==> config.mk <==
export PLATFORM = sky130hd
export DESIGN_NAME = pixel_brightness_via_hsv_top
export DESIGN_NICKNAME = d
export VERILOG_FILES = /design/src/rtl/pbh_pkg.sv /design/src/rtl/pixel_brightness_via_hsv_top.sv /design/src/rtl/pbh_div.sv
export VERILOG_INCLUDE_DIRS = /design/src /design/src/rtl
export SDC_FILE = /design/constraint.sdc
export NUM_CORES = 2
export LEC_CHECK = 0
export ABC_AREA = 1
export BUFFER_PORTS_ARGS = -buffer_cell sky130_fd_sc_hd__buf_4
export CORE_ASPECT_RATIO = 0.5
export CORE_MARGIN = 2
export CORE_UTILIZATION = 35
export CTS_CLUSTER_SIZE = 20
export DETAILED_ROUTE_END_ITERATION = 7
export GPL_ROUTABILITY_DRIVEN = 0
export PLACE_DENSITY = 0.52
export SYNTH_ARGS = -nofsm -noshare
export SYNTH_HDL_FRONTEND = slang
export SYNTH_HIERARCHICAL = 1
export SYNTH_SLANG_ARGS = --single-unit
==> constraint.sdc <==
create_clock -name clk_i -period 7.2 [get_ports clk_i]
set_clock_uncertainty 0.05 [all_clocks]
set_input_delay 1.08 -clock clk_i [delete_from_list [all_inputs] [get_ports clk_i]]
set_output_delay 1.08 -clock clk_i [all_outputs]
set_load 0.01 [all_outputs]
==> src/rtl/pixel_brightness_via_hsv_top_assert.svh <==
// assertion macros for the pixel brightness block
`ifndef PIXEL_BRIGHTNESS_VIA_HSV_TOP_ASSERT_SVH
`define PIXEL_BRIGHTNESS_VIA_HSV_TOP_ASSERT_SVH
// implication checked on every clock edge outside reset
`define PBH_ASSERT_IMP(lbl, clk, rstn, a, c) \
  lbl: assert property (@(posedge clk) disable iff (!rstn) (a) |-> (c)) \
    else $error("assertion failed");
// next-cycle implication
`define PBH_ASSERT_NXT(lbl, clk, rstn, a, c) \
  lbl: assert property (@(posedge clk) disable iff (!rstn) (a) |=> (c)) \
    else $error("assertion failed");
`endif

==> src/rtl/pbh_pkg.sv <==
// ----------------------------------------------------------------------------
// pbh_pkg
// shared constants and types for the pixel brightness block
// ----------------------------------------------------------------------------
`timescale 1ns / 1ps
package pbh_pkg;
  localparam int unsigned PixW   = 32;
  localparam int unsigned LevelW = 9;
  localparam logic [7:0] HueSext = 8'd43;
  localparam logic [7:0] HueGrn  = 8'd85;
  localparam logic [7:0] HueBlu  = 8'd171;

  typedef enum logic [1:0] {MaxRed, MaxGrn, MaxBlu} max_sel_e;
endpackage

==> src/rtl/pixel_brightness_via_hsv_top.sv <==
// ----------------------------------------------------------------------------
// pixel_brightness_via_hsv_top
// sets (func_i low) or offsets (func_i high) the hsv brightness of an argb pixel, alpha passes through
// ----------------------------------------------------------------------------
`timescale 1ns / 1ps
// One item (func, pixel, level) is taken at every clock where start_i is high;
// busy_o is tied low since the pipeline never backs up. The adjusted pixel
// appears on pixel_out_o with done_o high after the pipeline of 1 front
// stage, 8 stages of the saturation divider, 8 of the hue divider, 4 to
// rebuild rgb. Sustained rate is one pixel per clock. The receiver cannot stall.
module pixel_brightness_via_hsv_top
  import pbh_pkg::*;
(
  input  logic              clk_i,
  input  logic              rst_ni,
  input  logic              start_i,
  output logic              busy_o,
  input  logic              func_i,
  input  logic [PixW-1:0]   pixel_in_i,
  input  logic signed [LevelW-1:0] level_i,
  output logic              done_o,
  output logic [PixW-1:0]   pixel_out_o
);
`include "pixel_brightness_via_hsv_top_assert.svh"

  assign busy_o = 1'b0;

  // ---- stage 0: max, min, target brightness
  logic [7:0] r, g, b, mx, mn;
  logic signed [9:0] br;
  logic [7:0] v_d;
  max_sel_e   sel_d;
  assign r = pixel_in_i[23:16];
  assign g = pixel_in_i[15:8];
  assign b = pixel_in_i[7:0];
  always_comb begin
    mx = (r > g) ? ((r > b) ? r : b) : ((g > b) ? g : b);
    mn = (r < g) ? ((r < b) ? r : b) : ((g < b) ? g : b);
    br = func_i ? ($signed({2'b00, mx}) + 10'(level_i)) : 10'(level_i);
    if (br < 0)            v_d = 8'd0;
    else if (br > 10'sd255) v_d = 8'd255;
    else                   v_d = br[7:0];
    if (mx == r)      sel_d = MaxRed;
    else if (mx == g) sel_d = MaxGrn;
    else              sel_d = MaxBlu;
  end

  // numerator of hue difference, sign kept apart
  logic [7:0] dif_a, dif_b;
  always_comb begin
    unique case (sel_d)
      MaxRed:  begin dif_a = g; dif_b = b; end
      MaxGrn:  begin dif_a = b; dif_b = r; end
      default: begin dif_a = r; dif_b = g; end
    endcase
  end

  // tag layout: alpha, v, sel, sign, |diff|*43, d
  localparam int unsigned TagW = 8 + 8 + 2 + 1 + 14 + 8;
  logic            s0_vld_q;
  logic [TagW-1:0] s0_tag_q;
  logic [15:0]     s0_num_q;
  logic [7:0]      s0_mx_q;
  always_ff @(posedge clk_i or negedge rst_ni) begin
    if (!rst_ni) begin
      s0_vld_q <= 1'b0;
    end else begin
      s0_vld_q <= start_i;
    end
  end
  logic [7:0]  adif;
  logic        neg;
  assign neg  = dif_a < dif_b;
  assign adif = neg ? (dif_b - dif_a) : (dif_a - dif_b);
  always_ff @(posedge clk_i) begin
    s0_num_q <= 16'(mx - mn) * 16'd255;
    s0_mx_q  <= mx;
    s0_tag_q <= {pixel_in_i[31:24], v_d, sel_d, neg, 14'(adif) * 14'd43, 8'(mx - mn)};
  end

  // ---- saturation divider, max 0 gives s 0 since numerator is 0
  logic            sd_vld;
  logic [7:0]      s_quo;
  logic [TagW-1:0] sd_tag;
  pbh_div #(.NumW(16), .DenW(8), .QW(8), .TagW(TagW)) u_sdiv (
    .clk_i, .rst_ni, .vld_i(s0_vld_q), .num_i(s0_num_q),
    .den_i(s0_mx_q | {7'd0, s0_mx_q == 8'd0}), .tag_i(s0_tag_q),
    .vld_o(sd_vld), .quo_o(s_quo), .tag_o(sd_tag)
  );

  // ---- hue divider, quotient of |diff|*43/d is at most 43
  localparam int unsigned HTagW = TagW + 8;
  logic             hd_vld;
  logic [7:0]       h_quo;
  logic [HTagW-1:0] hd_tag;
  pbh_div #(.NumW(14), .DenW(8), .QW(8), .TagW(HTagW)) u_hdiv (
    .clk_i, .rst_ni, .vld_i(sd_vld), .num_i(sd_tag[21:8]),
    .den_i(sd_tag[7:0] | {7'd0, sd_tag[7:0] == 8'd0}), .tag_i({s_quo, sd_tag}),
    .vld_o(hd_vld), .quo_o(h_quo), .tag_o(hd_tag)
  );

  // ---- rebuild stage a: hue, region, remainder
  logic [7:0] ra_a, ra_v, ra_s, ra_h;
  max_sel_e   ra_sel;
  logic       ra_neg;
  logic [7:0] hq;
  assign ra_s   = hd_tag[HTagW-1 -: 8];
  assign ra_a   = hd_tag[TagW-1 -: 8];
  assign ra_v   = hd_tag[TagW-9 -: 8];
  assign ra_sel = max_sel_e'(hd_tag[TagW-17 -: 2]);
  assign ra_neg = hd_tag[22];
  assign hq     = ra_neg ? (8'd0 - h_quo) : h_quo;
  always_comb begin
    unique case (ra_sel)
      MaxRed:  ra_h = hq;
      MaxGrn:  ra_h = HueGrn + hq;
      default: ra_h = HueBlu + hq;
    endcase
  end

  logic       a_vld_q;
  logic [7:0] a_a_q, a_v_q, a_s_q, a_rem_q;
  logic [2:0] a_reg_q;
  logic [2:0] reg_d;
  logic [7:0] rb;
  always_comb begin
    if      (ra_h >= 8'd215) reg_d = 3'd5;
    else if (ra_h >= 8'd172) reg_d = 3'd4;
    else if (ra_h >= 8'd129) reg_d = 3'd3;
    else if (ra_h >= 8'd86)  reg_d = 3'd2;
    else if (ra_h >= HueSext) reg_d = 3'd1;
    else                     reg_d = 3'd0;
    rb = 8'(reg_d) * HueSext;
  end
  // region 5 of h up to 255 gives rem 40 max, times 6 fits 8 bits
  always_ff @(posedge clk_i or negedge rst_ni) begin
    if (!rst_ni) a_vld_q <= 1'b0;
    else         a_vld_q <= hd_vld;
  end
  always_ff @(posedge clk_i) begin
    a_a_q   <= ra_a;
    a_v_q   <= ra_v;
    a_s_q   <= ra_s;
    a_reg_q <= reg_d;
    a_rem_q <= 8'((ra_h - rb) * 8'd6);
  end

  // ---- stage b: s*rem products
  logic        b_vld_q;
  logic [7:0]  b_a_q, b_v_q, b_s_q, b_sq_q, b_st_q;
  logic [2:0]  b_reg_q;
  logic [15:0] sq_p, st_p;
  assign sq_p = 16'(a_s_q) * 16'(a_rem_q);
  assign st_p = 16'(a_s_q) * 16'(8'd255 - a_rem_q);
  always_ff @(posedge clk_i or negedge rst_ni) begin
    if (!rst_ni) b_vld_q <= 1'b0;
    else         b_vld_q <= a_vld_q;
  end
  always_ff @(posedge clk_i) begin
    b_a_q <= a_a_q; b_v_q <= a_v_q; b_s_q <= a_s_q; b_reg_q <= a_reg_q;
    b_sq_q <= sq_p[15:8];
    b_st_q <= st_p[15:8];
  end

  // ---- stage c: v products give p, q, t
  logic        c_vld_q;
  logic [7:0]  c_a_q, c_v_q, c_p_q, c_qq_q, c_t_q, c_s_q;
  logic [2:0]  c_reg_q;
  logic [15:0] pp, qp, tp;
  assign pp = 16'(b_v_q) * 16'(8'd255 - b_s_q);
  assign qp = 16'(b_v_q) * 16'(8'd255 - b_sq_q);
  assign tp = 16'(b_v_q) * 16'(8'd255 - b_st_q);
  always_ff @(posedge clk_i or negedge rst_ni) begin
    if (!rst_ni) c_vld_q <= 1'b0;
    else         c_vld_q <= b_vld_q;
  end
  always_ff @(posedge clk_i) begin
    c_a_q <= b_a_q; c_v_q <= b_v_q; c_reg_q <= b_reg_q; c_s_q <= b_s_q;
    c_p_q <= pp[15:8]; c_qq_q <= qp[15:8]; c_t_q <= tp[15:8];
  end

  // ---- stage d: region select, grey pixel override
  logic       d_vld_q;
  logic [PixW-1:0] d_pix_q;
  logic [7:0] ro, go, bo;
  always_comb begin
    unique case (c_reg_q)
      3'd0:    begin ro = c_v_q;  go = c_t_q;  bo = c_p_q;  end
      3'd1:    begin ro = c_qq_q; go = c_v_q;  bo = c_p_q;  end
      3'd2:    begin ro = c_p_q;  go = c_v_q;  bo = c_t_q;  end
      3'd3:    begin ro = c_p_q;  go = c_qq_q; bo = c_v_q;  end
      3'd4:    begin ro = c_t_q;  go = c_p_q;  bo = c_v_q;  end
      default: begin ro = c_v_q;  go = c_p_q;  bo = c_qq_q; end
    endcase
    if (c_s_q == 8'd0) begin
      ro = c_v_q; go = c_v_q; bo = c_v_q;
    end
  end
  always_ff @(posedge clk_i or negedge rst_ni) begin
    if (!rst_ni) d_vld_q <= 1'b0;
    else         d_vld_q <= c_vld_q;
  end
  always_ff @(posedge clk_i) begin
    d_pix_q <= {c_a_q, ro, go, bo};
  end

  assign done_o      = d_vld_q;
  assign pixel_out_o = d_pix_q;

  `PBH_ASSERT_IMP(a_busy_low, clk_i, rst_ni, 1'b1, !busy_o)
  `PBH_ASSERT_NXT(a_front_vld, clk_i, rst_ni, start_i, s0_vld_q)
  `PBH_ASSERT_NXT(a_tail_vld, clk_i, rst_ni, c_vld_q, done_o)
  `PBH_ASSERT_IMP(a_region_rng, clk_i, rst_ni, a_vld_q, a_reg_q <= 3'd5)
endmodule

==> src/rtl/pbh_div.sv <==
// ----------------------------------------------------------------------------
// pbh_div
// pipelined restoring divider, one quotient bit per stage
// ----------------------------------------------------------------------------
`timescale 1ns / 1ps
module pbh_div
  import pbh_pkg::*;
#(
  parameter int unsigned NumW = 16,
  parameter int unsigned DenW = 8,
  parameter int unsigned QW   = 8,
  parameter int unsigned TagW = 8
) (
  input  logic            clk_i,
  input  logic            rst_ni,
  input  logic            vld_i,
  input  logic [NumW-1:0] num_i,
  input  logic [DenW-1:0] den_i,
  input  logic [TagW-1:0] tag_i,
  output logic            vld_o,
  output logic [QW-1:0]   quo_o,
  output logic [TagW-1:0] tag_o
);
  // element k feeds stage k, element QW is the last stage output
  logic                  vld_s [QW+1];
  logic [NumW-1:0]       rem_s [QW+1];
  logic [DenW-1:0]       den_s [QW+1];
  logic [QW-1:0]         quo_s [QW+1];
  logic [TagW-1:0]       tag_s [QW+1];

  assign vld_s[0] = vld_i;
  assign rem_s[0] = num_i;
  assign den_s[0] = den_i;
  assign quo_s[0] = '0;
  assign tag_s[0] = tag_i;

  for (genvar k = 0; k < QW; k++) begin : g_stage
    localparam int unsigned Sh = QW - 1 - k;
    logic [NumW+QW-1:0] dsh;
    logic               ge;
    logic               vld_q;
    logic [NumW-1:0]    rem_q;
    logic [DenW-1:0]    den_q;
    logic [QW-1:0]      quo_q;
    logic [TagW-1:0]    tag_q;
    assign dsh = {{QW{1'b0}}, {(NumW-DenW){1'b0}}, den_s[k]} << Sh;
    assign ge  = {{QW{1'b0}}, rem_s[k]} >= dsh;
    always_ff @(posedge clk_i or negedge rst_ni) begin
      if (!rst_ni) begin
        vld_q <= 1'b0;
      end else begin
        vld_q <= vld_s[k];
      end
    end
    always_ff @(posedge clk_i) begin
      rem_q <= ge ? NumW'({{QW{1'b0}}, rem_s[k]} - dsh) : rem_s[k];
      den_q <= den_s[k];
      quo_q <= quo_s[k] | (QW'(ge) << Sh);
      tag_q <= tag_s[k];
    end
    assign vld_s[k+1] = vld_q;
    assign rem_s[k+1] = rem_q;
    assign den_s[k+1] = den_q;
    assign quo_s[k+1] = quo_q;
    assign tag_s[k+1] = tag_q;
  end

  assign vld_o = vld_s[QW];
  assign quo_o = quo_s[QW];
  assign tag_o = tag_s[QW];
endmodule
==> impl_metrics.env <==
export IMPL_nNetsFinal=6694
export IMPL_cp_max_fo=8
export IMPL_clkTransAtPathRegs_ns=0.08
export IMPL_die_x_um=544
export IMPL_grt_usage_pct=14.3
export IMPL_drt_initial_drc_count=1831
export IMPL_grt_max_degree=22
export IMPL_cpMostUsedCell="nor2_1"
export IMPL_dieArea_um2=149000
export IMPL_max_slew_margin_pct=50.2
export IMPL_max_cap_viol_count=0
export IMPL_pin_count=79
export IMPL_insertion_delay_ns=0.73
export IMPL_drive_above_1_share_pct=12.3
export IMPL_antenna_found_initial=2
export IMPL_slowest_stage="fa_1"
export IMPL_root_buffer="clkbuf_16"
export IMPL_wl_met3_mm=4.80
export IMPL_syn_inst=5625
export IMPL_endpoint_kind="flop"
export IMPL_cts_tree="done"
export IMPL_vias_per_cell=4.41
export IMPL_cp_arrival_ns=8.00
export IMPL_grt_pass1_vias=36400
export IMPL_synthesis_area_um2=51100
export IMPL_placed_area_um2=55400
export IMPL_criticalPathCategory="in2reg"
export IMPL_port_buffers=77
export IMPL_fill_cells=13900
export IMPL_rows=99
export IMPL_syn_to_final_growth_pct=17.6
export IMPL_period_minus_slack_ns=7.39
export IMPL_drv_slew=0
export IMPL_worst_slack_ns=-0.194
export IMPL_path_delay_family="adder cells"
export IMPL_status="finished, violations left"
export IMPL_clock_sinks=1183
export IMPL_grt_pass1_wl_mm=177
export IMPL_htreeDepth=3
export IMPL_fmax_ghz=0.135
export IMPL_setup_violations=2
export IMPL_cts_made_buffers=107
export IMPL_dp_hpwl_mm=80.9
export IMPL_remaining_drc_errors=0
export IMPL_cts_path_max_buffers=3
export IMPL_worstMarginPinSlew_ns=0.745
export IMPL_rsz0062_at_grt="true"
export IMPL_critPathLaunchType="input port"
export IMPL_setup_tns_ns=-0.332
export IMPL_core_um2=145000
export IMPL_cp_slowest_stage_delay_ns=0.51
export IMPL_routed_wl_mm=105
export IMPL_met2_length_mm=48.6
export IMPL_grt_overflow_total=0
export IMPL_first_pass_iters=5
export IMPL_violations="negative setup slack"
export IMPL_crit_buf_inv=10
export IMPL_yosys_warnings=6
export IMPL_wl_per_cell_um=13.1
export IMPL_vias=35500
export IMPL_highest_layer="met4"
export IMPL_finalHoldViolCount=0
export IMPL_synth_nets=6347
export IMPL_syn_avg_cell_area_um2=9.08
export IMPL_post_route_period_util_pct=103
export IMPL_die_h_um=274
export IMPL_post_route_cell_area_um2=60000
export IMPL_wl_met1_mm=48.9
export IMPL_ant_nets=0
export IMPL_hp_class="in2async"
export IMPL_initial_core_util_pct=35.1
export IMPL_worstPathRequired_ns=7.81
## through the flow
stage / utilization [%] / hold WS (ns) / instances / setup slack, ns
finish: 41.3 / 0.155 / 8037 / -0.194
global placement: 38.1 / 0.260 / 7799 / -0.880
global route: 41.3 / 0.109 / 8036 / -0.572
CTS: 41.0 / 0.0784 / 8021 / -0.0706
floorplan: - / 0.260 / 5625 / -0.544
detailed placement: 38.1 / 0.262 / 7799 / -1.03
## metal layers
metal / global-route usage [%] / vias to the layer above
met4: 4.94 / 0
met3: 2.72 / 237
met5: 0 / -
met2: 24.2 / 669
met1: 18.3 / 16400
li1: - / 18200
## placed cells by master, fill, tap and decap left out, types with 11 or more instances in the layout
cell type	instances
bufinv_16	17
a21oi_2	25
nand4_1	54
a21o_1	11
fa_1	238
clkbuf_16	108
nor2_2	23
xnor2_1	41
clkinvlp_4	17
nor2_4	11
dfrtp_1	21
o21bai_1	15
o21ai_0	104
ha_4	13
nand3_2	31
nor4_1	11
buf_6	15
inv_2	28
o211ai_1	13
buf_4	292
inv_1	966
o21ai_2	16
or2_2	11
xor2_1	98
clkbuf_8	14
o21ai_1	22
inv_6	14
nand3_1	268
ha_1	420
nand2_2	36
nor2_1	382
nand2_1	1228
a21oi_1	169
clkinv_2	15
dfxtp_1	1162
nand3b_1	20
a221oi_1	14
nor3_1	17
## final timing paths
kind	slack (ns)	startpoint	end	cells past startpoint
setup reg to reg	1.30	u_hdiv/quo_o[0]	a_rem_q[7]	36
min in group clk_i	0.26	u_hdiv/g_stage[3].tag_q[36]	u_hdiv/g_stage[4].tag_q[36]	0
hold / removal	0.16	rst_ni	c_vld_q	1
hold reg to reg	0.26	u_hdiv/g_stage[3].tag_q[36]	u_hdiv/g_stage[4].tag_q[36]	0
setup / recovery	-0.19	pixel_in_i[1]	s0_tag_q[21]	50
max in group asynchronous	6.73	rst_ni	u_hdiv/g_stage[3].vld_q	1
## area by class of cell
class	instances	area, µm²	area share, %
Timing Repair Buffer	308	2380	3.96
Multi-Input combinational cell	3372	23700	39.4
Tap cell	1969	2460	4.10
Antenna cell	1	2.50	0.00417
Inverter	1000	3760	6.27
Sequential cell	1183	23800	39.6
Clock buffer	129	2920	4.87
Clock inverter	75	1040	1.74
## state kept, by name (all words and copies together), names as in the netlist, 16 cells and up
register	flops
u_sdiv/g_stage.quo_q	28
u_sdiv/g_stage.den_q	56
s0_tag_q	40
pixel_out_o	32
u_hdiv/g_stage.tag_q	189
u_hdiv/tag_o	27
u_sdiv/g_stage.rem_q	112
u_hdiv/g_stage.quo_q	28
u_hdiv/g_stage.den_q	56
u_hdiv/g_stage.rem_q	98
u_sdiv/tag_o	41
s0_num_q	16
u_sdiv/g_stage.tag_q	287
## worst register-to-register path: cells and delay by family, from the launching register on
family	cells	cell delay (ns)
fa+ha+maj	6	2.06
flops	1	0.42
compound gates	4	1.01
buf+inv	6	0.52
xor+xnor	1	0.16
simple gates	19	1.52
## repair_timing
| action | 4_1_cts | 5_1_grt |
|---|---|---|
| endpoints found under the setup margin | 3 | 11 |
| hold buffers | 0 | 0 |
| buffers inserted | 17 | 20 |
| resized for setup | 25 | 91 |
| pin swaps | 33 | 60 |
| cloned | 2 | 0 |
Power is not shown: default switching activity piles up to over one toggle a cycle in this logic, so the estimate is an artifact.
